**src/rtl/core/lambda_token_scanner_macros.svh**
```systemverilog
// Assertion macros for the lambda token scanner.
// Included by the top level; needs a clock and an active-low reset in scope.
`ifndef LAMBDA_TOKEN_SCANNER_MACROS_SVH
`define LAMBDA_TOKEN_SCANNER_MACROS_SVH

// Same-cycle implication, held off during reset.
`define LTS_ASSERT_NOW(label, clk, rst_n, ante, cons) \
  label: assert property (@(posedge clk) disable iff (!(rst_n)) (ante) |-> (cons)) \
    else $error("lambda token scanner: check failed");

// Next-cycle implication, held off during reset.
`define LTS_ASSERT_NEXT(label, clk, rst_n, ante, cons) \
  label: assert property (@(posedge clk) disable iff (!(rst_n)) (ante) |=> (cons)) \
    else $error("lambda token scanner: check failed");

`endif

```
**src/rtl/core/lts_pkg.sv**
```systemverilog
// Shared types for the lambda token scanner.
// Used by lts_scan and lambda_token_scanner; no dependencies.
`default_nettype none

package lts_pkg;

  localparam int unsigned FieldBits = 16;

  typedef enum logic [2:0] {
    KIND_SYMBOL  = 3'd0,
    KIND_BSLASH  = 3'd1,
    KIND_ARROW   = 3'd2,
    KIND_LPAREN  = 3'd3,
    KIND_RPAREN  = 3'd4,
    KIND_EOI     = 3'd5,
    KIND_UNEXPECTED = 3'd6
  } kind_e;

  typedef enum logic [2:0] {
    PHASE_IDLE  = 3'b001,
    PHASE_SYM   = 3'b010,
    PHASE_MINUS = 3'b100
  } phase_e;

  typedef struct packed {
    phase_e phase;
    logic   suppress;
  } ctrl_t;

  typedef struct packed {
    kind_e                kind;
    logic [FieldBits-1:0] start;
    logic [FieldBits-1:0] stop;
    logic                 last;
  } result_t;

endpackage

`default_nettype wire

```
**src/rtl/core/lts_scan.sv**
```systemverilog
// Byte classifier and phase update for the lambda token scanner.
// Pure combinational; depends on lts_pkg.
`default_nettype none

module lts_scan
  import lts_pkg::*;
#(
  parameter int unsigned OffsetBits = 16
) (
  input  logic [7:0]            byte_i,
  input  logic                  eoi_i,
  input  logic [OffsetBits-1:0] pos_i,
  input  logic [OffsetBits-1:0] begin_i,
  input  ctrl_t                 ctrl_i,
  output logic [OffsetBits-1:0] pos_o,
  output logic [OffsetBits-1:0] begin_o,
  output ctrl_t                 ctrl_o,
  output logic [1:0]            count_o,
  output result_t               res0_o,
  output result_t               res1_o
);

  localparam logic [7:0] ChSpace  = 8'h20;
  localparam logic [7:0] ChTab    = 8'h09;
  localparam logic [7:0] ChCr     = 8'h0D;
  localparam logic [7:0] ChLowA   = 8'h61;
  localparam logic [7:0] ChLowZ   = 8'h7A;
  localparam logic [7:0] ChUpA    = 8'h41;
  localparam logic [7:0] ChUpZ    = 8'h5A;
  localparam logic [7:0] ChZero   = 8'h30;
  localparam logic [7:0] ChNine   = 8'h39;
  localparam logic [7:0] ChUscore = 8'h5F;
  localparam logic [7:0] ChBslash = 8'h5C;
  localparam logic [7:0] ChLparen = 8'h28;
  localparam logic [7:0] ChRparen = 8'h29;
  localparam logic [7:0] ChMinus  = 8'h2D;
  localparam logic [7:0] ChGt     = 8'h3E;

  localparam logic [OffsetBits-1:0] OffsetMax = '1;

  function automatic logic [OffsetBits-1:0] sat_inc(input logic [OffsetBits-1:0] v);
    return (v == OffsetMax) ? v : v + OffsetBits'(1);
  endfunction

  function automatic result_t mk(input kind_e k, input logic [OffsetBits-1:0] s,
                                 input logic [OffsetBits-1:0] e);
    result_t r;
    r.kind  = k;
    r.start = FieldBits'(s);
    r.stop  = FieldBits'(e);
    r.last  = 1'b0;
    return r;
  endfunction

  logic [OffsetBits-1:0] p_inc, b_inc;
  logic is_letter, is_tail, is_blank;

  assign p_inc = sat_inc(pos_i);
  assign b_inc = sat_inc(begin_i);
  assign is_letter = ((byte_i >= ChLowA) && (byte_i <= ChLowZ)) ||
                     ((byte_i >= ChUpA) && (byte_i <= ChUpZ));
  assign is_tail   = is_letter || ((byte_i >= ChZero) && (byte_i <= ChNine)) ||
                     (byte_i == ChUscore);
  assign is_blank  = (byte_i == ChSpace) || ((byte_i >= ChTab) && (byte_i <= ChCr));

  // Slot a: token flushed from the pending phase. Slot b: token of this byte.
  result_t a, b;
  logic    a_v, b_v, sup, scan_byte;
  phase_e  phase_n;

  always_comb begin
    a         = mk(KIND_SYMBOL, begin_i, pos_i);
    b         = mk(KIND_SYMBOL, pos_i, p_inc);
    a_v       = 1'b0;
    b_v       = 1'b0;
    sup       = ctrl_i.suppress;
    scan_byte = 1'b0;
    phase_n   = ctrl_i.phase;
    pos_o     = p_inc;
    begin_o   = begin_i;

    if (eoi_i) begin
      case (ctrl_i.phase)
        PHASE_SYM: begin
          a_v = 1'b1;
        end
        PHASE_MINUS: begin
          a_v = !sup;
          a   = mk(KIND_UNEXPECTED, begin_i, b_inc);
        end
        default: begin
          a_v = 1'b0;
        end
      endcase
      b_v     = 1'b1;
      b       = mk(KIND_EOI, pos_i, pos_i);
      pos_o   = '0;
      begin_o = '0;
      phase_n = PHASE_IDLE;
      sup     = 1'b0;
    end else begin
      case (ctrl_i.phase)
        PHASE_SYM: begin
          if (!is_tail) begin
            a_v       = 1'b1;
            sup       = 1'b0;
            scan_byte = 1'b1;
          end
        end
        PHASE_MINUS: begin
          if (byte_i == ChGt) begin
            a_v     = 1'b1;
            a       = mk(KIND_ARROW, begin_i, p_inc);
            sup     = 1'b0;
            phase_n = PHASE_IDLE;
          end else begin
            a_v       = !sup;
            a         = mk(KIND_UNEXPECTED, begin_i, b_inc);
            sup       = 1'b1;
            scan_byte = 1'b1;
          end
        end
        default: begin
          scan_byte = 1'b1;
        end
      endcase

      if (scan_byte) begin
        phase_n = PHASE_IDLE;
        if (is_blank) begin
          b_v = 1'b0;
        end else if (is_letter) begin
          begin_o = pos_i;
          phase_n = PHASE_SYM;
        end else if (byte_i == ChBslash) begin
          b_v = 1'b1;
          b   = mk(KIND_BSLASH, pos_i, p_inc);
          sup = 1'b0;
        end else if (byte_i == ChLparen) begin
          b_v = 1'b1;
          b   = mk(KIND_LPAREN, pos_i, p_inc);
          sup = 1'b0;
        end else if (byte_i == ChRparen) begin
          b_v = 1'b1;
          b   = mk(KIND_RPAREN, pos_i, p_inc);
          sup = 1'b0;
        end else if (byte_i == ChMinus) begin
          begin_o = pos_i;
          phase_n = PHASE_MINUS;
        end else begin
          b_v = !sup;
          b   = mk(KIND_UNEXPECTED, pos_i, p_inc);
          sup = 1'b1;
        end
      end
    end

    // Mark the final result of this transaction.
    if (b_v) begin
      b.last = 1'b1;
    end else begin
      a.last = 1'b1;
    end

    ctrl_o.phase    = phase_n;
    ctrl_o.suppress = sup;
    count_o         = {1'b0, a_v} + {1'b0, b_v};
    res0_o          = a_v ? a : b;
    res1_o          = b;
  end

endmodule

`default_nettype wire

```
**src/rtl/core/lambda_token_scanner.sv**
```systemverilog
// Lambda token scanner: turns a byte stream into tokens with start and end offsets.
// One source byte is taken per cycle whenever the four-entry result queue has room for
// two results; each byte yields up to two tokens, written to the queue in the same cycle.
// Results leave the queue at one per cycle while the sink is ready, so input then sustains
// one byte per cycle while bytes average at most one token each. No reset sweep; the block
// is ready after reset. Depends on lts_pkg, lts_scan and lambda_token_scanner_macros.svh.
`default_nettype none

`include "lambda_token_scanner_macros.svh"

module lambda_token_scanner
  import lts_pkg::*;
#(
  parameter int unsigned OFFSET_BITS = 16
) (
  input  logic        clk_i,
  input  logic        rst_ni,
  input  logic        s_axis_tvalid_i,
  output logic        s_axis_tready_o,
  input  logic [7:0]  s_axis_tdata_i,   // [7:0] source_byte
  input  logic        s_axis_tlast_i,   // end_of_input
  output logic        m_axis_tvalid_o,
  input  logic        m_axis_tready_i,
  output logic [39:0] m_axis_tdata_o,   // [2:0] token_kind, [18:3] token_start,
                                        // [34:19] token_end, [39:35] zero
  output logic        m_axis_tlast_o    // last_result
);

  localparam int unsigned QDepth = 4;
  localparam int unsigned PtrBits = $clog2(QDepth);

  logic [OFFSET_BITS-1:0] pos_q, pos_d, begin_q, begin_d;
  ctrl_t                  ctrl_q, ctrl_d;
  logic [1:0]             n_res;
  result_t                res0, res1;

  logic in_acc, out_acc;

  lts_scan #(
    .OffsetBits(OFFSET_BITS)
  ) u_scan (
    .byte_i (s_axis_tdata_i),
    .eoi_i  (s_axis_tlast_i),
    .pos_i  (pos_q),
    .begin_i(begin_q),
    .ctrl_i (ctrl_q),
    .pos_o  (pos_d),
    .begin_o(begin_d),
    .ctrl_o (ctrl_d),
    .count_o(n_res),
    .res0_o (res0),
    .res1_o (res1)
  );

  always_ff @(posedge clk_i or negedge rst_ni) begin
    if (!rst_ni) begin
      pos_q   <= '0;
      begin_q <= '0;
      ctrl_q  <= '{phase: PHASE_IDLE, suppress: 1'b0};
    end else if (in_acc) begin
      pos_q   <= pos_d;
      begin_q <= begin_d;
      ctrl_q  <= ctrl_d;
    end
  end

  // Result queue
  result_t            queue_q [QDepth];
  logic [PtrBits-1:0] wr_ptr_q, rd_ptr_q;
  logic [PtrBits:0]   count_q, count_d;
  logic [1:0]         n_push;
  result_t            head;

  assign s_axis_tready_o = (count_q <= (PtrBits+1)'(QDepth - 2));
  assign in_acc          = s_axis_tvalid_i && s_axis_tready_o;
  assign m_axis_tvalid_o = (count_q != '0);
  assign out_acc         = m_axis_tvalid_o && m_axis_tready_i;
  assign n_push          = in_acc ? n_res : 2'd0;
  assign count_d         = count_q + (PtrBits+1)'(n_push) - (PtrBits+1)'(out_acc);

  always_ff @(posedge clk_i or negedge rst_ni) begin
    if (!rst_ni) begin
      wr_ptr_q <= '0;
      rd_ptr_q <= '0;
      count_q  <= '0;
    end else begin
      wr_ptr_q <= wr_ptr_q + PtrBits'(n_push);
      rd_ptr_q <= rd_ptr_q + PtrBits'(out_acc);
      count_q  <= count_d;
    end
  end

  always_ff @(posedge clk_i) begin
    if (n_push != 2'd0) begin
      queue_q[wr_ptr_q] <= res0;
    end
    if (n_push == 2'd2) begin
      queue_q[wr_ptr_q + PtrBits'(1)] <= res1;
    end
  end

  assign head           = queue_q[rd_ptr_q];
  assign m_axis_tdata_o = {5'b0, head.stop, head.start, head.kind};
  assign m_axis_tlast_o = head.last;

  `LTS_ASSERT_NOW(a_queue_bound, clk_i, rst_ni, 1'b1, count_q <= (PtrBits+1)'(QDepth))
  `LTS_ASSERT_NOW(a_eoi_emits, clk_i, rst_ni, in_acc && s_axis_tlast_i,
                  (n_res != 2'd0) && (n_res == 2'd1 ? res0.last : res1.last))
  `LTS_ASSERT_NOW(a_pair_order, clk_i, rst_ni, in_acc && (n_res == 2'd2),
                  !res0.last && res1.last)
  `LTS_ASSERT_NEXT(a_eoi_clears, clk_i, rst_ni, in_acc && s_axis_tlast_i,
                   (pos_q == '0) && (ctrl_q.phase == PHASE_IDLE) && !ctrl_q.suppress)

endmodule

`default_nettype wire
```
**config.mk**
```make
export PLATFORM = sky130hd
export DESIGN_NAME = lambda_token_scanner
export DESIGN_NICKNAME = d
export VERILOG_FILES = /design/src/rtl/core/lts_pkg.sv /design/src/rtl/core/lts_scan.sv /design/src/rtl/core/lambda_token_scanner.sv
export VERILOG_INCLUDE_DIRS = /design/src /design/src/rtl/core
export SDC_FILE = /design/constraint.sdc
export NUM_CORES = 1
export LEC_CHECK = 0
export ABC_AREA = 1
export BUFFER_PORTS_ARGS = -buffer_cell sky130_fd_sc_hd__buf_2
export CAP_MARGIN = 20
export CELL_PAD_IN_SITES_DETAIL_PLACEMENT = 1
export CELL_PAD_IN_SITES_GLOBAL_PLACEMENT = 1
export CORE_ASPECT_RATIO = 0.5
export CORE_MARGIN = 5
export CORE_UTILIZATION = 33
export CTS_CLUSTER_SIZE = 24
export DETAILED_ROUTE_END_ITERATION = 7
export GPL_ROUTABILITY_DRIVEN = 1
export PLACE_DENSITY = 0.66
export SLEW_MARGIN = 20
export SYNTH_ARGS = -nofsm -noshare
export SYNTH_HDL_FRONTEND = slang
export SYNTH_SLANG_ARGS = --single-unit
export TNS_END_PERCENT = 1
```
**constraint.sdc**
```tcl
create_clock -name clk_i -period 6.9 [get_ports clk_i]
set_clock_uncertainty 0.2 [all_clocks]
set_input_delay 1.38 -clock clk_i [delete_from_list [all_inputs] [get_ports clk_i]]
set_output_delay 1.38 -clock clk_i [all_outputs]
set_load 0.005 [all_outputs]
```
; ---- Yosys cells after proc, flatten, opt, wreduce, memory -nomap -nowiden
; Memory sizes are Yosys's and may differ from the RTL's.
; Cells that the tools add are included.
[op_classes]
n_reduce_logical = 20
magnitude_cmp = 9
eq_ne = 16
add_sub_neg = 8
n_mux = 68
[op_table]
columns = cell, n
row1 = 36-bit 2-to-1 mux, 13
row2 = 16-bit 2-to-1 mux, 11
row3 = "8-bit by 6-bit == test with 1-bit output, second input constant", 5
row4 = "16-bit by 1-bit adder with 16-bit output, second input constant", 2
row5 = "16-bit == test, second input constant", 2
row6 = 3-bit 2-to-1 mux, 10
row7 = 1-bit 2-to-1 mux, 29
row8 = "8-bit by 7-bit == test with 1-bit output, second input constant", 2
row9 = "8-bit by 7-bit >= comparator with 1-bit output, second input constant", 2
row10 = "8-bit by 7-bit <= comparator with 1-bit output, second input constant", 2
row11 = 3-bit nonzero test, 4
row12 = "3-bit by 2-bit != test with 1-bit output, second input constant", 3
row13 = "8-bit by 4-bit >= comparator with 1-bit output, second input constant", 1
row14 = "8-bit by 6-bit >= comparator with 1-bit output, second input constant", 1
row15 = "8-bit by 4-bit <= comparator with 1-bit output, second input constant", 1
row16 = "8-bit by 6-bit <= comparator with 1-bit output, second input constant", 1
row17 = 1-bit one-hot mux with 2 select lines, 4
row18 = 7-bit AND reduction, 1
row19 = 1-bit logical AND, 6
row20 = 1-bit logical OR, 4
row21 = 2-bit nonzero test, 2
row22 = 3-bit by 2-bit adder with 3-bit output, 1
row23 = "3-bit by 2-bit == test with 1-bit output, second input constant", 1
row24 = "3-bit == test, second input constant", 1
row25 = other kinds (11), 12
[totals]
out_inout_bits = 43
memories = 1
register_bits = 43
mem_bits_rw = 144
wordCells = 129
in_bits = 13
[mem_list]
columns = memory, words, word_bits, read_ports, rd_clocked_by_memory_dff, wr, line_no
row1 = queue_q, 4, 36, 1, 0, 2, lambda_token_scanner.sv:68  ; result_t queue_q [QDepth];

; ---- Logic depth before layout (Yosys ltp)
[logic_depth]
depth_word = 22
ltp_mapped = 21
mapped_depth_nobuf = 21

; ---- Modules after synthesis
; From an unflattened synthesis, not the netlist that was laid out.
[hier_totals]
hier_cells = 1659
area_unflattened_um2 = 12440.7
[by_module_without_submodules]
columns = mod, cells_each, instances, seq_area_each_um2, area_each_um2
row1 = lambda_token_scanner, 1038, 1, 5401.4, 9369.0
row2 = lts_scan, 621, 1, 0.0, 3071.7

; ---- Worst setup path before layout
; OpenSTA, ideal clock, no wires.
[synth_timing]
path_kind = in2reg
from = input port s_axis_tdata_i[3]
to = memory queue_q[0][0] in the netlist's numbering (enable)
n_path_buf = 3
slack_ns = 0.851
arrival_ns = 5.370
setup_ns = 0.479
cell_stages = 13
required_time_ns = 6.221
path_cell_list = buf_2 -> nand2_2 -> nor2_1 -> nand2_1 -> nor2_1 -> nor2_1 -> nand2_2 -> nand2_2 -> buf_6 -> buf_6 -> ha_1 -> o21ai_0 -> o21ai_0
[synth_lines]
columns = element, line_no
row1 = "start, declared", lambda_token_scanner.sv:20  ; input logic [7:0] s_axis_tdata_i,
row2 = "end, declared", lambda_token_scanner.sv:68

==> flow_metrics.py <==
metrics = {
    "status": {
        "status": "finished, final reports clean",
    },
    "timing": {
        "slew_violations": 0,
        "finalHoldViolations": 0,
        "worstMarginPinSlew_ps": 1160,
        "timing.slew.headroom": 0.219,
        "min_period_over_period": 0.738,
        "fmax_mhz": 196,
        "setup-tns-final_ps": 0,
        "grt_setup_unrepaired": "false",
        "finalWorstPathRequiredPeriod_ps": 5090,
        "setup_viol": 0,
    },
    "cts": {
        "htree_levels": 4,
        "clock_sinks": 187,
        "cts_hold_repair.buffers": 0,
        "cts.clk_slew.worst_paths_ps": 80,
        "cts_buffer_count": 17,
        "post_cts_buffers": 0,
        "insertion_delay_ps": 460,
        "postCtsResizedCells": 0,
        "clock-root-buffer": "clkbuf_16",
        "cts_tree": "done",
        "max-clock-path-buffers": 2,
    },
    "die": {
        "design.core.area_um2": 33300,
        "die_h_um": 141,
        "num_rows": 47,
        "die-width_um": 271,
        "floorplan.io_pins": 56,
        "floorplan.initialDensity": 0.338,
        "design.die.area_um2": 38200,
    },
    "drt": {
        "route.detailed.wl_per_inst_um": 22.6,
        "detailedRoute.firstPassIterationCount": 5,
        "drtAntennaViolNets": 0,
        "drt_first_iter_violations": 919,
        "detail_route.wirelength_mm": 42.4,
        "route.detailed.drc": 0,
        "routed_via_density": 5.49,
        "via_count": 10270,
    },
    "layout": {
        "layout_cell_share_with_drive_strength_beyond_1": 0.110,
        "net_total_in_the_final_layout": 1440,
        "n_antenna_cell": 0,
        "layoutNonFillerInstCount": 1872,
        "fillerInstances": 3970,
        "layout-area-overhead-vs-synth_pct": 9.52,
    },
    "global_routing": {
        "first_global_vias": 10403,
        "grt_overflow": 0,
        "grt_antenna_before_repair": 1,
        "pin_count_of_the_biggest_net_entering_global_routing": 74,
        "grt_pass1_wl_mm": 64.5,
        "grt_usage": 0.221,
    },
    "setup_path": {
        "cp.arrival_ps": 4990,
        "critical_path_s_largest_stage_delay_ps": 600,
        "cp-end-kind": "flop",
        "critPathLaunchType": "primary input",
        "required_ps": 6800,
        "top_fanout_value_on_the_critical_path": 36,
        "crit_type": "primary input to flop",
        "worst_path_max_delay_cell": "nor2_4",
        "timing.critical_path.cells": "buf_2 -> nor2_1 -> nand2_1 -> nand2_1 -> nand2_1 -> nand2_2 -> nand2_2 -> nand2_2 -> nand4_1 -> nand2_1 -> ha_1 -> nand2_2 -> nor2_2 -> inv_2 -> nor2_4 -> inv_2 -> o21ai_4 -> buf_4",
        "reg2regPathDepth": 17,
    },
    "logic_synthesis": {
        "number_of_synthesized_flops_with_an_enable_pin": 144,
        "synth_top_flop_cell": "edfxtp_1",
        "post-synth-top-area-cell": "edfxtp_1",
        "seq_area_frac_synth": 0.480,
        "synth_cells": 1420,
        "yosysWarnings": 0,
        "ys_async_sr_fraction": 0.230,
        "syn_area_um2": 11300,
        "post_synth.cell_area_avg_um2": 7.93,
        "netlist.area_leader.share": 0.384,
        "most_numerous_cell_in_the_yosys_netlist": "nand2_1",
        "synth_top_cells_by_count": "nand2_1 (328), inv_1 (182), edfxtp_1 (144)",
        "synth_seq_cells": 187,
        "yosys.cell_types.count": 40,
        "post_synth_main_area_contributors": "edfxtp_1 (38%), nand2_1 (11%), dfrtp_1 (9.3%)",
    },
    "power_and_ir_drop": {
        "p_per_area_nw_per_um2": 349,
        "static-leakage-power_nw": 5.63,
        "vdd.ir_drop.worst_mv": 0.146,
        "report.power.total_w": 0.00430,
    },
    "placed_design": {
        "numPlacedInstances": 1840,
        "gpl_congestion": 0.917,
        "detailedPlacementHpwl_mm": 29.7,
        "buffer_ports.inserted": 50,
    },
    "worst_hold_path": {
        "hold_path_depth": 2,
        "hold_class": "flop to flop",
    },
    "run": {
        "reported_max_cap_violation_count": 0,
    },
}
## state kept, by name (all words and copies together) (netlist names)
name	flops
wr_ptr_q	2
queue_q	144
rd_ptr_q	2
begin_q	16
ctrl_q	4
pos_q	16
count_q	3
## critical path, delay by kind of cell
family                     cells  cell delay, ps
and+or+nand+nor               12            2160
buffers and inverters          4            1040
AOI/OAI and AO/OA              1             120
adders and majority gates      1             240
## final cells by class
class | count | area (µm²) | area share
Tap cell | 441 | 552 | 0.0447
Inverter | 193 | 727 | 0.0589
Clock inverter | 15 | 134 | 0.0109
Sequential cell | 187 | 5400 | 0.438
Clock buffer | 17 | 425 | 0.0345
Timing Repair Buffer | 67 | 390 | 0.0316
Multi-Input combinational cell | 952 | 4700 | 0.381
## per-stage QoR
stage               utilization  area (µm²)  hold slack [ps]  worst slack [ps]
floorplan                     -       11300              251               851
global placement          0.353       11800              263              1480
detailed placement        0.353       11800              276              1370
CTS                       0.370       12300              288              1850
global route              0.370       12300              304              1600
finish                    0.370       12300              283              1810
## where the power goes
part	total, W	switching [W]	leakage (nW)	internal (W)
clock	0.000979	0.000503	0.272	0.000476
sequential	0.00160	0.000143	1.91	0.00146
combinational	0.00172	0.00120	3.45	0.000525
## routing by layer
metal	part of all wire	up-vias	global-route usage	routed length [µm]
li1	-	4724	-	-
met1	0.47	5101	0.322	20000
met2	0.42	399	0.329	17800
met3	0.090	46	0.0587	3820
met4	0.019	0	0.0560	794
met5	0	-	0	0
## cell families (layout without fill, tap and decap cells)
kind of cell,Yosys count,count (layout),share of synthesized area
flops,187,187,0.480
other cells,1,5,0.000333
xor+xnor,15,15,0.0117
simple gates,681,681,0.265
mux,2,2,0.00178
buf+inv,285,292,0.109
compound gates,240,240,0.122
fa+ha+maj,9,9,0.0107
## worst paths after layout
path / to / startpoint / slack (ps)
hold / removal: ctrl_q[1]$_DFFE_PN1P_ / ctrl_q[1]$_DFFE_PN1P_ / 280
setup reg to reg: queue_q[1][30]$_DFFE_PP_ / ctrl_q[1]$_DFFE_PN1P_ / 1900
min in group asynchronous: begin_q[14]$_DFFE_PN0P_ / rst_ni / 800
setup / recovery: queue_q[1][30]$_DFFE_PP_ / s_axis_tdata_i[1] / 1810
max in group asynchronous: rd_ptr_q[0]$_DFF_PN0_ / rst_ni / 5240
hold reg to reg: ctrl_q[1]$_DFFE_PN1P_ / ctrl_q[1]$_DFFE_PN1P_ / 280
## layout by cell type, fill, tap and decap left out, types with 16 or more instances in the layout
master	Yosys	routed
inv_1	182	181
nor2_1	141	141
o22ai_1	100	100
nand2_2	22	22
buf_2	41	50
edfxtp_1	144	144
nand4_1	38	38
buf_4	8	16
nand3_1	125	125
clkbuf_16	0	17
nand2_1	328	328
dfrtp_1	42	41
o21ai_0	119	114
Note: power is estimated with default switching activity, not from simulation.
